<file path="src/rtl/lps_pkg.sv">
// ----------------------------------------------------------------------------
// lps_pkg
// shared types and constants of the line tracking pd steering block
// ----------------------------------------------------------------------------
package lps_pkg;

  localparam int DEF_NUM_SENSORS = 5;
  localparam int DEF_LEVEL_BITS  = 16;

  localparam int CFG_IDX_W = 3;
  localparam int CFG_DATA_W = 16;

  localparam logic [CFG_IDX_W-1:0] CFG_ON_LINE   = 3'd0;
  localparam logic [CFG_IDX_W-1:0] CFG_NEAR      = 3'd1;
  localparam logic [CFG_IDX_W-1:0] CFG_PROP_GAIN = 3'd2;
  localparam logic [CFG_IDX_W-1:0] CFG_DERIV_GAIN = 3'd3;
  localparam logic [CFG_IDX_W-1:0] CFG_BASE_SPEED = 3'd4;
  localparam logic [CFG_IDX_W-1:0] CFG_RED_RATIO  = 3'd5;
  localparam logic [CFG_IDX_W-1:0] CFG_GREEN_RATIO = 3'd6;
  localparam logic [CFG_IDX_W-1:0] CFG_BLUE_RATIO = 3'd7;

  typedef enum logic [4:0] {
    S_IDLE, S_DISP, S_CAL, S_NORM, S_NDIV, S_NWR,
    S_COLR, S_COLG, S_COLB, S_COLCHK,
    S_RDL, S_RDM, S_RDR, S_RDCAP, S_NBR, S_TDIV, S_LIN,
    S_SNAP, S_RED, S_MULP, S_MULD, S_ACC, S_OUT
  } state_t;

  typedef enum logic [2:0] {MUL_NONE, MUL_R, MUL_G, MUL_B, MUL_P, MUL_D, MUL_LIN} mul_t;
  typedef enum logic [1:0] {CHK_NONE, CHK_R, CHK_G, CHK_B} chk_t;
  typedef enum logic [1:0] {NB_NONE, NB_L, NB_M, NB_R} nb_t;

  typedef struct packed {
    logic latch;
    logic cal;
    logic norm;
    logic frac_wr;
    mul_t mul;
    chk_t chk;
    nb_t  rd;
    nb_t  cap;
    logic nbr;
    logic lin;
    logic snap;
    logic red;
    logic pd_first;
    logic pd_acc;
    logic fin;
  } cmd_t;

  typedef struct packed {
    logic idx_ok;
    logic run;
    logic last;
    logic norm_special;
    logic div_busy;
    logic need_div;
    logic out_free;
  } status_t;

endpackage

</file>
<file path="src/rtl/lps_div.sv">
// ----------------------------------------------------------------------------
// lps_div
// restoring divider, one quotient bit per cycle
// ----------------------------------------------------------------------------
module lps_div #(
  parameter int LEVEL_BITS = 16
) (
  input  logic                  clk,
  input  logic                  rst,
  input  logic                  load,
  input  logic [LEVEL_BITS-1:0] rem_init,
  input  logic [15:0]           word_init,
  input  logic [4:0]            count_init,
  input  logic [LEVEL_BITS-1:0] divisor,
  output logic                  busy,
  output logic [15:0]           quot
);

  logic [LEVEL_BITS-1:0] rem;
  logic [LEVEL_BITS-1:0] dvs;
  logic [15:0]           word;
  logic [4:0]            cnt;
  logic [LEVEL_BITS:0]   trial;
  logic                  ge;

  always_comb begin
    trial = {rem, word[15]};
    ge    = trial >= {1'b0, dvs};
  end

  always_ff @(posedge clk) begin
    if (rst) begin
      busy <= 1'b0;
      cnt  <= '0;
    end else if (load) begin
      busy <= 1'b1;
      cnt  <= count_init;
    end else if (busy) begin
      cnt  <= cnt - 5'd1;
      busy <= (cnt != 5'd1);
    end
  end

  always_ff @(posedge clk) begin
    if (load) begin
      rem  <= rem_init;
      word <= word_init;
      dvs  <= divisor;
      quot <= '0;
    end else if (busy) begin
      rem  <= ge ? LEVEL_BITS'(trial - {1'b0, dvs}) : LEVEL_BITS'(trial);
      word <= {word[14:0], 1'b0};
      quot <= {quot[14:0], ge};
    end
  end

endmodule

</file>
<file path="src/rtl/lps_ctrl.sv">
// ----------------------------------------------------------------------------
// lps_ctrl
// sequencer for calibration, normalization, colour checks and steering
// ----------------------------------------------------------------------------
module lps_ctrl (
  input  logic             clk,
  input  logic             rst,
  input  logic             in_valid,
  output logic             in_stall,
  input  lps_pkg::status_t status,
  output lps_pkg::cmd_t    cmd
);
  import lps_pkg::*;

  state_t state;
  state_t state_next;

  always_ff @(posedge clk) begin
    if (rst) begin
      state <= S_IDLE;
    end else begin
      state <= state_next;
    end
  end

  always_comb begin
    state_next = state;
    case (state)
      S_IDLE:   if (in_valid) state_next = S_DISP;
      S_DISP: begin
        if (!status.idx_ok) begin
          state_next = (status.run && status.last) ? S_RDL : S_IDLE;
        end else if (!status.run) begin
          state_next = S_CAL;
        end else begin
          state_next = S_NORM;
        end
      end
      S_CAL:    state_next = S_IDLE;
      S_NORM:   state_next = status.norm_special ? S_NWR : S_NDIV;
      S_NDIV:   if (!status.div_busy) state_next = S_NWR;
      S_NWR:    state_next = S_COLR;
      S_COLR:   state_next = S_COLG;
      S_COLG:   state_next = S_COLB;
      S_COLB:   state_next = S_COLCHK;
      S_COLCHK: state_next = status.last ? S_RDL : S_IDLE;
      S_RDL:    state_next = S_RDM;
      S_RDM:    state_next = S_RDR;
      S_RDR:    state_next = S_RDCAP;
      S_RDCAP:  state_next = S_NBR;
      S_NBR:    state_next = status.need_div ? S_TDIV : S_SNAP;
      S_TDIV:   state_next = S_LIN;
      S_LIN:    state_next = S_SNAP;
      S_SNAP:   state_next = S_RED;
      S_RED:    state_next = S_MULP;
      S_MULP:   state_next = S_MULD;
      S_MULD:   state_next = S_ACC;
      S_ACC:    state_next = S_OUT;
      S_OUT:    if (status.out_free) state_next = S_IDLE;
      default:  state_next = S_IDLE;
    endcase
  end

  always_comb begin
    cmd      = '0;
    cmd.mul  = MUL_NONE;
    cmd.chk  = CHK_NONE;
    cmd.rd   = NB_NONE;
    cmd.cap  = NB_NONE;
    in_stall = (state != S_IDLE);
    case (state)
      S_IDLE:   cmd.latch = in_valid;
      S_CAL:    cmd.cal = 1'b1;
      S_NORM:   cmd.norm = 1'b1;
      S_NWR:    cmd.frac_wr = 1'b1;
      S_COLR:   cmd.mul = MUL_R;
      S_COLG: begin
        cmd.chk = CHK_R;
        cmd.mul = MUL_G;
      end
      S_COLB: begin
        cmd.chk = CHK_G;
        cmd.mul = MUL_B;
      end
      S_COLCHK: cmd.chk = CHK_B;
      S_RDL:    cmd.rd = NB_L;
      S_RDM: begin
        cmd.rd  = NB_M;
        cmd.cap = NB_L;
      end
      S_RDR: begin
        cmd.rd  = NB_R;
        cmd.cap = NB_M;
      end
      S_RDCAP:  cmd.cap = NB_R;
      S_NBR:    cmd.nbr = 1'b1;
      S_TDIV:   cmd.mul = MUL_LIN;
      S_LIN:    cmd.lin = 1'b1;
      S_SNAP:   cmd.snap = 1'b1;
      S_RED:    cmd.red = 1'b1;
      S_MULP:   cmd.mul = MUL_P;
      S_MULD: begin
        cmd.mul      = MUL_D;
        cmd.pd_first = 1'b1;
      end
      S_ACC:    cmd.pd_acc = 1'b1;
      S_OUT:    cmd.fin = status.out_free;
      default:  cmd = '0;
    endcase
  end

endmodule

</file>
<file path="src/rtl/lps_dp.sv">
// ----------------------------------------------------------------------------
// lps_dp
// datapath: calibration ranges, level memory, colour flags, tracking, pd
// ----------------------------------------------------------------------------
module lps_dp #(
  parameter int NUM_SENSORS = 5,
  parameter int LEVEL_BITS  = 16
) (
  input  logic                             clk,
  input  logic                             rst,
  input  lps_pkg::cmd_t                    cmd,
  output lps_pkg::status_t                 status,
  input  logic                             cfg_write,
  input  logic [lps_pkg::CFG_IDX_W-1:0]    cfg_index,
  input  logic [lps_pkg::CFG_DATA_W-1:0]   cfg_data,
  input  logic                             command,
  input  logic [2:0]                       sensor_index,
  input  logic [15:0]                      clear_level,
  input  logic [15:0]                      red_level,
  input  logic [15:0]                      green_level,
  input  logic [15:0]                      blue_level,
  input  logic                             frame_end,
  output logic                             out_valid,
  input  logic                             out_stall,
  output logic signed [15:0]               steer_error,
  output logic signed [15:0]               left_speed,
  output logic signed [15:0]               right_speed,
  output logic signed [2:0]                tracked_position,
  output logic                             moving_left,
  output logic                             moving_right,
  output logic                             stop_request
);
  import lps_pkg::*;

  localparam int LB    = LEVEL_BITS;
  localparam int AW    = $clog2(NUM_SENSORS);
  localparam int PW    = $clog2(NUM_SENSORS) + 1;
  localparam int EW    = 20;
  localparam int EDGE  = (NUM_SENSORS - 1) / 2;
  localparam logic signed [PW-1:0] P_LO   = PW'(-EDGE);
  localparam logic signed [PW-1:0] P_HI   = PW'(EDGE);
  localparam logic signed [PW:0]   EDGE_S = (PW+1)'(EDGE);
  localparam logic signed [PW:0]   OFF_L  = -(PW+1)'(1);
  localparam logic signed [PW:0]   OFF_M  = (PW+1)'(0);
  localparam logic signed [PW:0]   OFF_R  = (PW+1)'(1);
  // reciprocals of 13 and 7, scaled by 2^20 and 2^19
  localparam logic signed [18:0]   RCP_EDGE = 19'sd80661;
  localparam logic signed [18:0]   RCP_MID  = 19'sd74899;

  function automatic logic signed [PW:0] sidx(input logic signed [PW-1:0] pp,
                                               input logic signed [PW:0] off);
    sidx = {pp[PW-1], pp} + off + EDGE_S;
  endfunction

  function automatic logic in_range(input logic signed [PW:0] i);
    in_range = !i[PW] && ($unsigned(i) < (PW+1)'(NUM_SENSORS));
  endfunction

  function automatic logic flag_at(input logic [NUM_SENSORS-1:0] v,
                                   input logic signed [PW:0] i);
    logic r;
    r = 1'b0;
    for (int k = 0; k < NUM_SENSORS; k++) begin
      if (i == (PW+1)'(k)) r = v[k];
    end
    flag_at = r;
  endfunction

  function automatic logic signed [EW-1:0] pos_scaled(input logic signed [PW-1:0] pp);
    pos_scaled = {{(EW-PW-12){pp[PW-1]}}, pp, 12'b0};
  endfunction

  function automatic logic near_pos(input logic signed [EW-1:0] ev,
                                    input logic signed [PW-1:0] pp,
                                    input logic [14:0] thr);
    logic signed [EW-1:0] ps;
    logic signed [EW:0] d;
    logic [EW:0]        m;
    ps = pos_scaled(pp);
    d = {ev[EW-1], ev} - {ps[EW-1], ps};
    m = d[EW] ? $unsigned(-d) : $unsigned(d);
    near_pos = {m, 2'b0} < (EW+3)'(thr);
  endfunction

  function automatic logic signed [15:0] sat16(input logic signed [27:0] v);
    if (v > 28'sd32767) sat16 = 16'sh7fff;
    else if (v < -28'sd32768) sat16 = 16'sh8000;
    else sat16 = v[15:0];
  endfunction

  // configuration
  logic [14:0] on_line_threshold;
  logic [14:0] near_threshold;
  logic [15:0] prop_gain;
  logic [15:0] deriv_gain;
  logic [12:0] base_speed;
  logic [15:0] red_ratio;
  logic [15:0] green_ratio;
  logic [15:0] blue_ratio;

  always_ff @(posedge clk) begin
    if (rst) begin
      on_line_threshold <= 15'd9830;
      near_threshold    <= 15'd1638;
      prop_gain         <= 16'd369;
      deriv_gain        <= 16'd287;
      base_speed        <= 13'd901;
      red_ratio         <= 16'd26870;
      green_ratio       <= 16'd28180;
      blue_ratio        <= 16'd37356;
    end else if (cfg_write) begin
      case (cfg_index)
        CFG_ON_LINE:     on_line_threshold <= cfg_data[14:0];
        CFG_NEAR:        near_threshold    <= cfg_data[14:0];
        CFG_PROP_GAIN:   prop_gain         <= cfg_data;
        CFG_DERIV_GAIN:  deriv_gain        <= cfg_data;
        CFG_BASE_SPEED:  base_speed        <= cfg_data[12:0];
        CFG_RED_RATIO:   red_ratio         <= cfg_data;
        CFG_GREEN_RATIO: green_ratio       <= cfg_data;
        CFG_BLUE_RATIO:  blue_ratio        <= cfg_data;
        default: ;
      endcase
    end
  end

  // input beat
  logic          in_run;
  logic          in_last;
  logic [2:0]    in_idx;
  logic [LB-1:0] in_clr;
  logic [LB-1:0] in_red;
  logic [LB-1:0] in_grn;
  logic [LB-1:0] in_blu;
  logic [LB+1:0] in_tot;

  always_ff @(posedge clk) begin
    if (cmd.latch) begin
      in_run  <= command;
      in_last <= frame_end;
      in_idx  <= sensor_index;
      in_clr  <= clear_level[LB-1:0];
      in_red  <= red_level[LB-1:0];
      in_grn  <= green_level[LB-1:0];
      in_blu  <= blue_level[LB-1:0];
      in_tot  <= (LB+2)'(red_level[LB-1:0]) + (LB+2)'(green_level[LB-1:0])
               + (LB+2)'(blue_level[LB-1:0]);
    end
  end

  logic [AW-1:0] in_addr;
  logic          idx_ok;
  assign in_addr = AW'(in_idx);
  assign idx_ok  = 32'(in_idx) < 32'(NUM_SENSORS);

  // calibration range
  logic [LB-1:0] min_clear [NUM_SENSORS];
  logic [LB-1:0] max_clear [NUM_SENSORS];
  logic [LB-1:0] cur_min;
  logic [LB-1:0] cur_max;
  assign cur_min = min_clear[in_addr];
  assign cur_max = max_clear[in_addr];

  always_ff @(posedge clk) begin
    if (rst) begin
      for (int k = 0; k < NUM_SENSORS; k++) begin
        min_clear[k] <= '1;
        max_clear[k] <= '0;
      end
    end else if (cmd.cal) begin
      if (in_clr < cur_min) begin
        min_clear[in_addr] <= in_clr;
      end else if (in_clr > cur_max) begin
        max_clear[in_addr] <= in_clr;
      end
    end
  end

  // divider for normalization
  logic          div_load;
  logic [LB-1:0] div_rem;
  logic [15:0]   div_word;
  logic [4:0]    div_cnt;
  logic [LB-1:0] div_dvs;
  logic          div_busy;
  logic [15:0]   div_quot;

  lps_div #(.LEVEL_BITS(LB)) u_div (
    .clk        (clk),
    .rst        (rst),
    .load       (div_load),
    .rem_init   (div_rem),
    .word_init  (div_word),
    .count_init (div_cnt),
    .divisor    (div_dvs),
    .busy       (div_busy),
    .quot       (div_quot)
  );

  // normalization
  logic [LB-1:0] n_diff;
  logic [LB-1:0] n_den;
  logic          n_special;
  logic [15:0]   n_value;

  always_comb begin
    n_diff = in_clr - cur_min;
    n_den  = cur_max - cur_min;
    if (in_clr <= cur_min) begin
      n_special = 1'b1;
      n_value   = '0;
    end else if (cur_max <= cur_min) begin
      n_special = 1'b1;
      n_value   = '1;
    end else if ({2'b0, n_diff} >= {n_den, 2'b0}) begin
      n_special = 1'b1;
      n_value   = '1;
    end else begin
      n_special = 1'b0;
      n_value   = '0;
    end
  end

  // level memory
  logic [15:0]   frac_mem [NUM_SENSORS];
  logic [15:0]   frac_rd;
  logic          frac_rd_ok;
  logic signed [PW:0] rd_i;
  logic signed [PW-1:0] position;

  always_comb begin
    case (cmd.rd)
      NB_L:    rd_i = sidx(position, OFF_L);
      NB_R:    rd_i = sidx(position, OFF_R);
      default: rd_i = sidx(position, OFF_M);
    endcase
  end

  always_ff @(posedge clk) begin
    if (cmd.frac_wr) begin
      frac_mem[in_addr] <= n_special ? n_value : div_quot;
    end
    if (cmd.rd != NB_NONE) begin
      frac_rd    <= frac_mem[AW'(rd_i)];
      frac_rd_ok <= in_range(rd_i);
    end
  end

  logic [15:0] fl;
  logic [15:0] fm;
  logic [15:0] fr;

  always_ff @(posedge clk) begin
    case (cmd.cap)
      NB_L:    fl <= frac_rd_ok ? frac_rd : '0;
      NB_M:    fm <= frac_rd_ok ? frac_rd : '0;
      NB_R:    fr <= frac_rd_ok ? frac_rd : '0;
      default: ;
    endcase
  end

  // shared multiplier
  logic signed [18:0] mul_a;
  logic signed [16:0] mul_b;
  logic signed [35:0] prod;
  logic signed [EW-1:0] err;
  logic signed [15:0] err_sat;
  logic signed [15:0] last_error;
  logic signed [16:0] err_diff;
  logic [15:0]        lin_y;
  logic               lin_edge;

  assign err_sat  = sat16(28'(err));
  assign err_diff = {err_sat[15], err_sat} - {last_error[15], last_error};

  always_comb begin
    case (cmd.mul)
      MUL_R: begin
        mul_a = $signed(19'(in_tot));
        mul_b = $signed({1'b0, red_ratio});
      end
      MUL_G: begin
        mul_a = $signed(19'(in_tot));
        mul_b = $signed({1'b0, green_ratio});
      end
      MUL_B: begin
        mul_a = $signed(19'(in_tot));
        mul_b = $signed({1'b0, blue_ratio});
      end
      MUL_P: begin
        mul_a = 19'(err_sat);
        mul_b = $signed({1'b0, prop_gain});
      end
      MUL_D: begin
        mul_a = 19'(err_diff);
        mul_b = $signed({1'b0, deriv_gain});
      end
      MUL_LIN: begin
        mul_a = lin_edge ? RCP_EDGE : RCP_MID;
        mul_b = $signed({1'b0, lin_y});
      end
      default: begin
        mul_a = '0;
        mul_b = '0;
      end
    endcase
  end

  always_ff @(posedge clk) begin
    if (cmd.mul != MUL_NONE) begin
      prod <= mul_a * mul_b;
    end
  end

  // colour flags
  logic [NUM_SENSORS-1:0] red_flags;
  logic [NUM_SENSORS-1:0] green_flags;
  logic                   blue_seen;
  logic [LB-1:0]          chk_chan;
  logic                   hit;

  always_comb begin
    case (cmd.chk)
      CHK_R:   chk_chan = in_red;
      CHK_G:   chk_chan = in_grn;
      default: chk_chan = in_blu;
    endcase
    hit = (in_tot != '0) && ($unsigned(prod) <= 36'({chk_chan, 16'b0}));
  end

  // tracking
  logic                 left_flag;
  logic                 right_flag;
  logic                 mid_branch;
  logic                 lin_sign;
  logic                 need_div;
  logic                 nb_lf;
  logic                 nb_rf;
  logic                 nb_sgn;
  logic [15:0]          nb_fe;
  logic                 use_edge;
  logic signed [22:0]   lin_num;
  logic                 lin_neg;
  logic [22:0]          lin_mag;
  logic [22:0]          lin_d;
  logic                 fl_on;
  logic                 fm_on;
  logic                 fr_on;
  logic signed [EW-1:0] lin_term;
  logic                 snap_m;
  logic                 snap_l;
  logic                 snap_r;

  always_comb begin
    fl_on = fl <= 16'(on_line_threshold);
    fm_on = fm <= 16'(on_line_threshold);
    fr_on = fr <= 16'(on_line_threshold);
    nb_lf = left_flag;
    nb_rf = right_flag;
    if (fl_on && !flag_at(green_flags, sidx(position, OFF_L))) begin
      nb_lf = 1'b1;
      nb_rf = 1'b0;
    end else if (fr_on && !flag_at(green_flags, sidx(position, OFF_R))) begin
      nb_lf = 1'b0;
      nb_rf = 1'b1;
    end
    if (nb_lf) begin
      nb_fe  = fl;
      nb_sgn = (position <= PW'(1));
    end else begin
      nb_fe  = fr;
      nb_sgn = (position < -PW'(1));
    end
    use_edge = nb_fe <= 16'(on_line_threshold);
    need_div = (position != P_LO) && (position != P_HI) && (nb_lf || nb_rf)
             && (use_edge || fm_on);
    if (use_edge) begin
      lin_num = 23'sd442368 - $signed(23'({nb_fe, 4'b0}) + 23'({nb_fe, 2'b0}));
    end else begin
      lin_num = $signed(23'({fm, 2'b0}) + 23'(fm));
    end
    lin_neg  = lin_num[22];
    lin_mag  = lin_neg ? $unsigned(-lin_num) : $unsigned(lin_num);
    lin_d    = lin_mag + (use_edge ? 23'd52 : 23'd14);
    // divide by 104 as (x >> 3) / 13, by 28 as (x >> 2) / 7
    lin_term = lin_edge ? $signed(EW'(prod[32:20])) : $signed(EW'(prod[31:19]));
    snap_m = near_pos(err, position, near_threshold)
           && !flag_at(green_flags, sidx(position, OFF_M));
    snap_l = near_pos(err, position - PW'(1), near_threshold)
           && !flag_at(green_flags, sidx(position, OFF_L));
    snap_r = near_pos(err, position + PW'(1), near_threshold)
           && !flag_at(green_flags, sidx(position, OFF_R));
  end

  always_comb begin
    div_load = 1'b0;
    div_rem  = '0;
    div_word = '0;
    div_cnt  = '0;
    div_dvs  = '0;
    if (cmd.norm && !n_special) begin
      div_load = 1'b1;
      div_rem  = n_diff >> 2;
      div_word = {n_diff[1:0], 14'b0};
      div_cnt  = 5'd16;
      div_dvs  = n_den;
    end
  end

  // pd sum
  logic signed [37:0] pd;
  logic [37:0]        pd_mag;
  logic [25:0]        pd_rnd;
  logic signed [27:0] pid_full;
  logic signed [15:0] pid;
  logic signed [27:0] ls_full;
  logic signed [27:0] rs_full;

  always_comb begin
    pd_mag   = pd[37] ? $unsigned(-pd) : $unsigned(pd);
    pd_rnd   = 26'((pd_mag + 38'd2048) >> 12);
    pid_full = pd[37] ? -$signed({2'b0, pd_rnd}) : $signed({2'b0, pd_rnd});
    pid      = sat16(pid_full);
    ls_full  = $signed(28'(base_speed)) + 28'(pid);
    rs_full  = $signed(28'(base_speed)) - 28'(pid);
  end

  always_ff @(posedge clk) begin
    if (cmd.pd_first) begin
      pd <= 38'(prod);
    end else if (cmd.pd_acc) begin
      pd <= pd + 38'(prod);
    end
  end

  // frame state
  always_ff @(posedge clk) begin
    if (rst) begin
      red_flags   <= '0;
      green_flags <= '0;
      blue_seen   <= 1'b0;
      position    <= '0;
      left_flag   <= 1'b0;
      right_flag  <= 1'b0;
      last_error  <= '0;
      out_valid   <= 1'b0;
    end else begin
      case (cmd.chk)
        CHK_R:   red_flags[in_addr] <= hit;
        CHK_G:   green_flags[in_addr] <= hit;
        CHK_B:   if (hit) blue_seen <= 1'b1;
        default: ;
      endcase
      if (cmd.nbr) begin
        err        <= pos_scaled(position);
        mid_branch <= 1'b0;
        if (position == P_LO) begin
          if (fr_on) begin
            left_flag  <= 1'b1;
            right_flag <= 1'b0;
            position   <= position + PW'(1);
          end
        end else if (position == P_HI) begin
          if (fl_on) begin
            right_flag <= 1'b1;
            left_flag  <= 1'b0;
            position   <= position - PW'(1);
          end
        end else begin
          mid_branch <= 1'b1;
          left_flag  <= nb_lf;
          right_flag <= nb_rf;
          lin_sign   <= nb_sgn ^ lin_neg;
          lin_edge   <= use_edge;
          lin_y      <= use_edge ? lin_d[18:3] : lin_d[17:2];
          if ((nb_lf || nb_rf) && !need_div) begin
            err <= nb_sgn ? pos_scaled(position) - EW'(2048)
                          : pos_scaled(position) + EW'(2048);
          end
        end
      end
      if (cmd.lin) begin
        err <= lin_sign ? pos_scaled(position) - lin_term
                        : pos_scaled(position) + lin_term;
      end
      if (cmd.snap && mid_branch) begin
        if (snap_m) begin
          err        <= pos_scaled(position);
          left_flag  <= 1'b0;
          right_flag <= 1'b0;
        end else if (snap_l) begin
          err        <= pos_scaled(position - PW'(1));
          position   <= position - PW'(1);
          left_flag  <= 1'b0;
          right_flag <= 1'b0;
        end else if (snap_r) begin
          err        <= pos_scaled(position + PW'(1));
          position   <= position + PW'(1);
          left_flag  <= 1'b0;
          right_flag <= 1'b0;
        end
      end
      if (cmd.red) begin
        if (red_flags[NUM_SENSORS-1]) begin
          err        <= pos_scaled(P_HI);
          position   <= P_HI;
          left_flag  <= 1'b0;
          right_flag <= 1'b0;
        end else if (red_flags[0]) begin
          err        <= pos_scaled(P_LO);
          position   <= P_LO;
          left_flag  <= 1'b0;
          right_flag <= 1'b0;
        end else if (red_flags[EDGE-1]) begin
          position   <= -PW'(1);
          left_flag  <= 1'b0;
          right_flag <= 1'b0;
        end else if (red_flags[EDGE+1]) begin
          position   <= PW'(1);
          left_flag  <= 1'b0;
          right_flag <= 1'b0;
        end else if (red_flags[EDGE]) begin
          position   <= '0;
          left_flag  <= 1'b0;
          right_flag <= 1'b0;
        end
      end
      if (cmd.fin) begin
        out_valid   <= 1'b1;
        last_error  <= err_sat;
        red_flags   <= '0;
        green_flags <= '0;
        blue_seen   <= 1'b0;
      end else if (out_valid && !out_stall) begin
        out_valid <= 1'b0;
      end
    end
  end

  always_ff @(posedge clk) begin
    if (cmd.fin) begin
      steer_error      <= err_sat;
      left_speed       <= sat16(ls_full);
      right_speed      <= sat16(rs_full);
      tracked_position <= position[2:0];
      moving_left      <= left_flag;
      moving_right     <= right_flag;
      stop_request     <= blue_seen;
    end
  end

  always_comb begin
    status.idx_ok       = idx_ok;
    status.run          = in_run;
    status.last         = in_last;
    status.norm_special = n_special;
    status.div_busy     = div_busy;
    status.need_div     = need_div;
    status.out_free     = !out_valid || !out_stall;
  end

endmodule

</file>
<file path="src/rtl/line_tracking_pd_steering_top.sv">
// ----------------------------------------------------------------------------
// line_tracking_pd_steering_top
// colour sensor line follower with pd steering
// ----------------------------------------------------------------------------
// One reading of one sensor is taken per beat, one at a time. A run beat
// normalizes the clear level with the 16 steps of the restoring divider,
// then runs the colour checks on the shared multiplier; the division is
// skipped when the level needs none (at or below the minimum, an empty
// range, or a saturated fraction). A run beat that closes a frame then does
// three reads of the level memory, one reciprocal multiply when the
// linearized error is needed, and two multiplier passes for the pd sum,
// plus any wait for the previous result to leave. One result beat leaves
// per closed run frame; the next reading is taken while that result waits.
module line_tracking_pd_steering_top #(
  parameter int NUM_SENSORS = lps_pkg::DEF_NUM_SENSORS,
  parameter int LEVEL_BITS  = lps_pkg::DEF_LEVEL_BITS
) (
  input  logic                           clk,
  input  logic                           rst,
  input  logic                           in_valid,
  output logic                           in_stall,
  input  logic                           command,
  input  logic [2:0]                     sensor_index,
  input  logic [15:0]                    clear_level,
  input  logic [15:0]                    red_level,
  input  logic [15:0]                    green_level,
  input  logic [15:0]                    blue_level,
  input  logic                           frame_end,
  output logic                           out_valid,
  input  logic                           out_stall,
  output logic signed [15:0]             steer_error,
  output logic signed [15:0]             left_speed,
  output logic signed [15:0]             right_speed,
  output logic signed [2:0]              tracked_position,
  output logic                           moving_left,
  output logic                           moving_right,
  output logic                           stop_request,
  input  logic                           cfg_write,
  input  logic [lps_pkg::CFG_IDX_W-1:0]  cfg_index,
  input  logic [lps_pkg::CFG_DATA_W-1:0] cfg_data
);
  import lps_pkg::*;

  cmd_t    cmd;
  status_t status;

  lps_ctrl u_ctrl (
    .clk      (clk),
    .rst      (rst),
    .in_valid (in_valid),
    .in_stall (in_stall),
    .status   (status),
    .cmd      (cmd)
  );

  lps_dp #(
    .NUM_SENSORS (NUM_SENSORS),
    .LEVEL_BITS  (LEVEL_BITS)
  ) u_dp (
    .clk              (clk),
    .rst              (rst),
    .cmd              (cmd),
    .status           (status),
    .cfg_write        (cfg_write),
    .cfg_index        (cfg_index),
    .cfg_data         (cfg_data),
    .command          (command),
    .sensor_index     (sensor_index),
    .clear_level      (clear_level),
    .red_level        (red_level),
    .green_level      (green_level),
    .blue_level       (blue_level),
    .frame_end        (frame_end),
    .out_valid        (out_valid),
    .out_stall        (out_stall),
    .steer_error      (steer_error),
    .left_speed       (left_speed),
    .right_speed      (right_speed),
    .tracked_position (tracked_position),
    .moving_left      (moving_left),
    .moving_right     (moving_right),
    .stop_request     (stop_request)
  );

`ifndef SYNTHESIS
  a_no_overwrite: assert property (@(posedge clk) disable iff (rst)
    cmd.fin |-> !(out_valid && out_stall))
    else $error("result loaded over a pending result");

  a_one_at_a_time: assert property (@(posedge clk) disable iff (rst)
    (in_valid && !in_stall) |=> in_stall)
    else $error("second beat taken while busy");

  a_flags_exclusive: assert property (@(posedge clk) disable iff (rst)
    out_valid |-> !(moving_left && moving_right))
    else $error("moving left and right at once");
`endif

endmodule

</file>
<file path="config.mk">
export PLATFORM = sky130hd
export DESIGN_NAME = line_tracking_pd_steering_top
export DESIGN_NICKNAME = d
export VERILOG_FILES = /design/src/rtl/lps_pkg.sv /design/src/rtl/lps_div.sv /design/src/rtl/lps_ctrl.sv /design/src/rtl/lps_dp.sv /design/src/rtl/line_tracking_pd_steering_top.sv
export SDC_FILE = /design/constraint.sdc
export NUM_CORES = 2
export LEC_CHECK = 0
export ABC_AREA = 0
export BUFFER_PORTS_ARGS = -buffer_cell sky130_fd_sc_hd__buf_2
export CELL_PAD_IN_SITES_DETAIL_PLACEMENT = 2
export CELL_PAD_IN_SITES_GLOBAL_PLACEMENT = 2
export CORE_AREA = 5 5 397 399
export CTS_BUF_LIST = sky130_fd_sc_hd__clkbuf_4
export CTS_CLUSTER_DIAMETER = 150
export DETAILED_ROUTE_END_ITERATION = 6
export DIE_AREA = 0 0 402 404
export GPL_TIMING_DRIVEN = 0
export PLACE_DENSITY_LB_ADDON = 0.1
export SETUP_SLACK_MARGIN = 0.05
export SLEW_MARGIN = 0
export SYNTH_ARGS = -nofsm -noshare
export SYNTH_HDL_FRONTEND = slang
export SYNTH_SLANG_ARGS = --single-unit
</file>
<file path="constraint.sdc">
create_clock -name clk -period 11.98 [get_ports clk]
set_input_delay 2.396 -clock clk [delete_from_list [all_inputs] [get_ports clk]]
set_output_delay 2.396 -clock clk [all_outputs]
set_load 0.02 [all_outputs]
</file>
==> flow_summary.ini <==
[yosys]
netlist_top_cells_area = edfxtp_1 31%, fa_1 9.8%, ha_1 9.0%
yosys_most_used_dff = edfxtp_1
synth_seq_cells = 876
synth_cell_type_count = 106
synth-edff-count = 689
synth_top_area_share_pct = 31.5
postSynthAreaPerCell_um2 = 9.81
synth_top_cell_by_area = edfxtp_1
synth.net_count = 7585
synth_seq_area_share_pct = 37.2
yosysWarnings = 0
netlist_area_um2 = 65700
syn_inst = 6697
synth-async-reset-ratio_pct = 0

[setup_path]
crit_type = reg -> reg
critPathArrivalTime_ns = 12.65
cp-start-kind = register
reg2reg_to = u_dp.prod[34]
cp-end-kind = register
max_stage_delay_ns = 0.83
cpMostUsedCell = fa_1
required_ns = 13.05
worst_path_max_delay_cell = clkbuf_1
rr_worst_depth = 34
crit_fanout = 10
r2r_start = u_ctrl.state[1]
reg2reg_slack_ns = 0.40

[finish]
fillCellCount = 16400
areaGrowthSynthToFinish_pct = 11.4
final_common_cell = nand2_1
fin_area_um2 = 73200
most-common-layout-cells = 760 x nand2_1, 689 x edfxtp_1, 644 x inv_1
nets = 8014
drive_above_1_share_pct = 12.0
fin_cells = 9396

[route]
drc = 0
vias_per_cell = 5.98
routedWlPerCell_um = 27.9
via_count = 56200
totalWireLength_um = 262000
drtAntennaViolNets = 0
firstDrtPassIters = 5
first_iter_violations = 4197

[floorplanning]
die_h_um = 404
core_um2 = 154000
dieArea_um2 = 162000
initial_core_util_pct = 42.8
die_x_um = 402
core.rowCount = 144
ios = 149

[worst_hold_path]
hold_depth = 0
min_from = u_dp.left_flag
hold_path_end = u_dp.moving_left
holdCritPathClass = reg -> reg

[sta]
hold_ws_ns = 0.440
finalCriticalPeriod_ns = 11.58
clock.fmax_mhz = 86.3
worst_slew_pin_slew_ns = 1.54
skew_ns = 0.118
setup-violations-final = 0
slew_viol_final = 10
fin_crit_sh_pct = 96.7
hold_violations = 0
slew_headroom_pct = -3.17
fin_ws_ns = 0.395

[clock_network]
numCtsBuffers = 241
clk_pin_slew_ns = 0.07
htreeDepth = 4
hold_buffers = 0
cts-root-buf = clkbuf_4
clock-sinks = 876
clock_path_buffers = 3
cts_tree = built
clock_latency_ns = 1.29

[pwr]
power_leakage_nw = 29.7
peakVddDrop_uv = 144
intPower_mw = 5.31
p_clk_share_pct = 37.1
p_seq_share_pct = 44.5
power.density_nw_per_um2 = 108
combPwrFrac_pct = 18.4
swShare_pct = 32.7
netSwitchingPower_mw = 2.57

[outcome]
outcome = finished with violations
violations = max-capacitance violations, max-slew violations

[global_routing]
antenna_found_initial = 19
grt.total_usage_pct = 31.4
grt-ovfl-total = 0
grt_pass1_vias = 61900
grt_max_degree = 76
grt_pass1_wl_um = 391000

[run]
maxCapViolations = 1

[placement]
placed_area_um2 = 69600
dp_cells = 8917
gp_congestion = 0.909
dp_slack_ns = -1.79
dpl.hpwl_um = 198000
portBuffers = 133
-- Yosys cell counts, types with 29 or more instances --
master	number
or2_2	31
a21oi_1	408
nor3_1	99
a211oi_1	35
a22oi_1	55
a21boi_0	35
dfxtp_1	187
and3_1	107
xor2_1	114
o31ai_1	29
nor4_1	38
nor2b_1	71
o21ai_0	243
mux4_2	80
nand2_1	761
nand3_1	133
edfxtp_1	689
o211ai_1	41
inv_1	646
o21bai_1	49
o21a_1	66
buf_1	31
clkbuf_1	242
a21o_1	94
nor2_1	556
nand4_1	57
mux2_2	54
nand2b_1	94
xnor2_1	227
fa_1	321
a221oi_1	32
or3_1	90
ha_1	474
and2_1	52
mux2i_1	94
-- critical path, delay by kind of cell (launching register included) --
kind            cells  cell delay, ns
fa+ha+maj           7            3.38
simple gates        8            1.70
flops               1            0.31
xor+xnor            1            0.26
buf+inv             9            3.04
compound gates      9            2.65
-- stage by stage --
| stage | power (mW) | util, % | TNS, ns |
|---|---|---|---|
| 3_3_place_gp | 4.85 | 44.9 | -40.11 |
| 6_report | 7.88 | 47.7 | 0 |
| 2_1_floorplan | 4.41 | - | 0 |
| 5_1_grt | 8.21 | 47.7 | -0.00129 |
| 3_5_place_dp | 4.95 | 45.4 | -49.17 |
| 4_1_cts | 7.89 | 47.5 | 0 |
-- kinds of logic (layout without fill, tap and decap cells) --
| kind of cell | count (synthesis) | count (layout) | synth area share, % |
|---|---|---|---|
| fa+ha+maj | 795 | 795 | 18.8 |
| compound gates | 1334 | 1334 | 13.3 |
| flops | 876 | 876 | 37.2 |
| simple gates | 2183 | 2183 | 15.6 |
| other cells | 0 | 14 | 0 |
| xor+xnor | 341 | 341 | 4.54 |
| mux | 228 | 228 | 5.10 |
| buf+inv | 940 | 1581 | 5.41 |
-- flip-flops by register name, indices dropped and copies added, names as in the netlist, 18 cells and up, named ones only --
signal,cells
u_dp.max_clear,128
u_dp.min_clear,128
u_dp.frac_mem,80
u_dp.pd,38
u_dp.prod,36
u_dp.err,20
u_dp.in_tot,18
-- worst max-delay path by stage --
stage / from / to / slack (ns) / cells after the start
global placement: u_dp.pd[37] / u_dp.right_speed[8] / -1.43 / 42
floorplan: u_dp.err[19] / u_dp.prod[35] / 1.75 / 45
finish: u_ctrl.state[1] / u_dp.prod[34] / 0.40 / 34
global route: u_dp.err[15] / u_dp.prod[35] / -0.001 / 45
CTS: u_dp.pd[37] / u_dp.right_speed[10] / 0.03 / 42
detailed placement: u_dp.pd[37] / u_dp.right_speed[10] / -1.79 / 42
-- layer usage --
| metal | part of all wire [%] | vias up | global-route usage (%) | wire length, um |
|---|---|---|---|---|
| li1 | - | 24700 | - | - |
| met1 | 42 | 29100 | 41.3 | 111000 |
| met2 | 48 | 1966 | 53.4 | 126000 |
| met3 | 6.2 | 484 | 4.83 | 16100 |
| met4 | 3.5 | 4 | 10.5 | 9120 |
| met5 | 0.010 | - | 0 | 27 |
-- power groups by stage --
| stage | Clock, mW | Sequential, mW | Combinational, mW |
|---|---|---|---|
| after floorplan | 0 | 3.50 | 0.905 |
| after global placement | 0 | 3.56 | 1.29 |
| after detailed placement | 0 | 3.56 | 1.38 |
| after CTS | 2.97 | 3.50 | 1.42 |
| after global routing | 3.15 | 3.50 | 1.56 |
| final | 2.92 | 3.50 | 1.45 |
-- cell type report --
class	count	area [um2]	share of cell area, %
diodes	14	35.0	0.0479
multi-input cells	4881	38100	52.0
inverters	647	2430	3.32
well taps	2044	2560	3.49
plain buffers	289	1160	1.58
repair buffers	190	1270	1.74
clock inverters	97	529	0.723
flip-flops and latches	876	24400	33.4
clock buffers	358	2690	3.67
-- what timing repair did --
item	in CTS	in global routing
setup buffers	5	8
pin swaps	1	1
gates resized for setup	26	43
setup endpoints to repair	40	50
No activity file was read; power rests on OpenSTA's default activity.
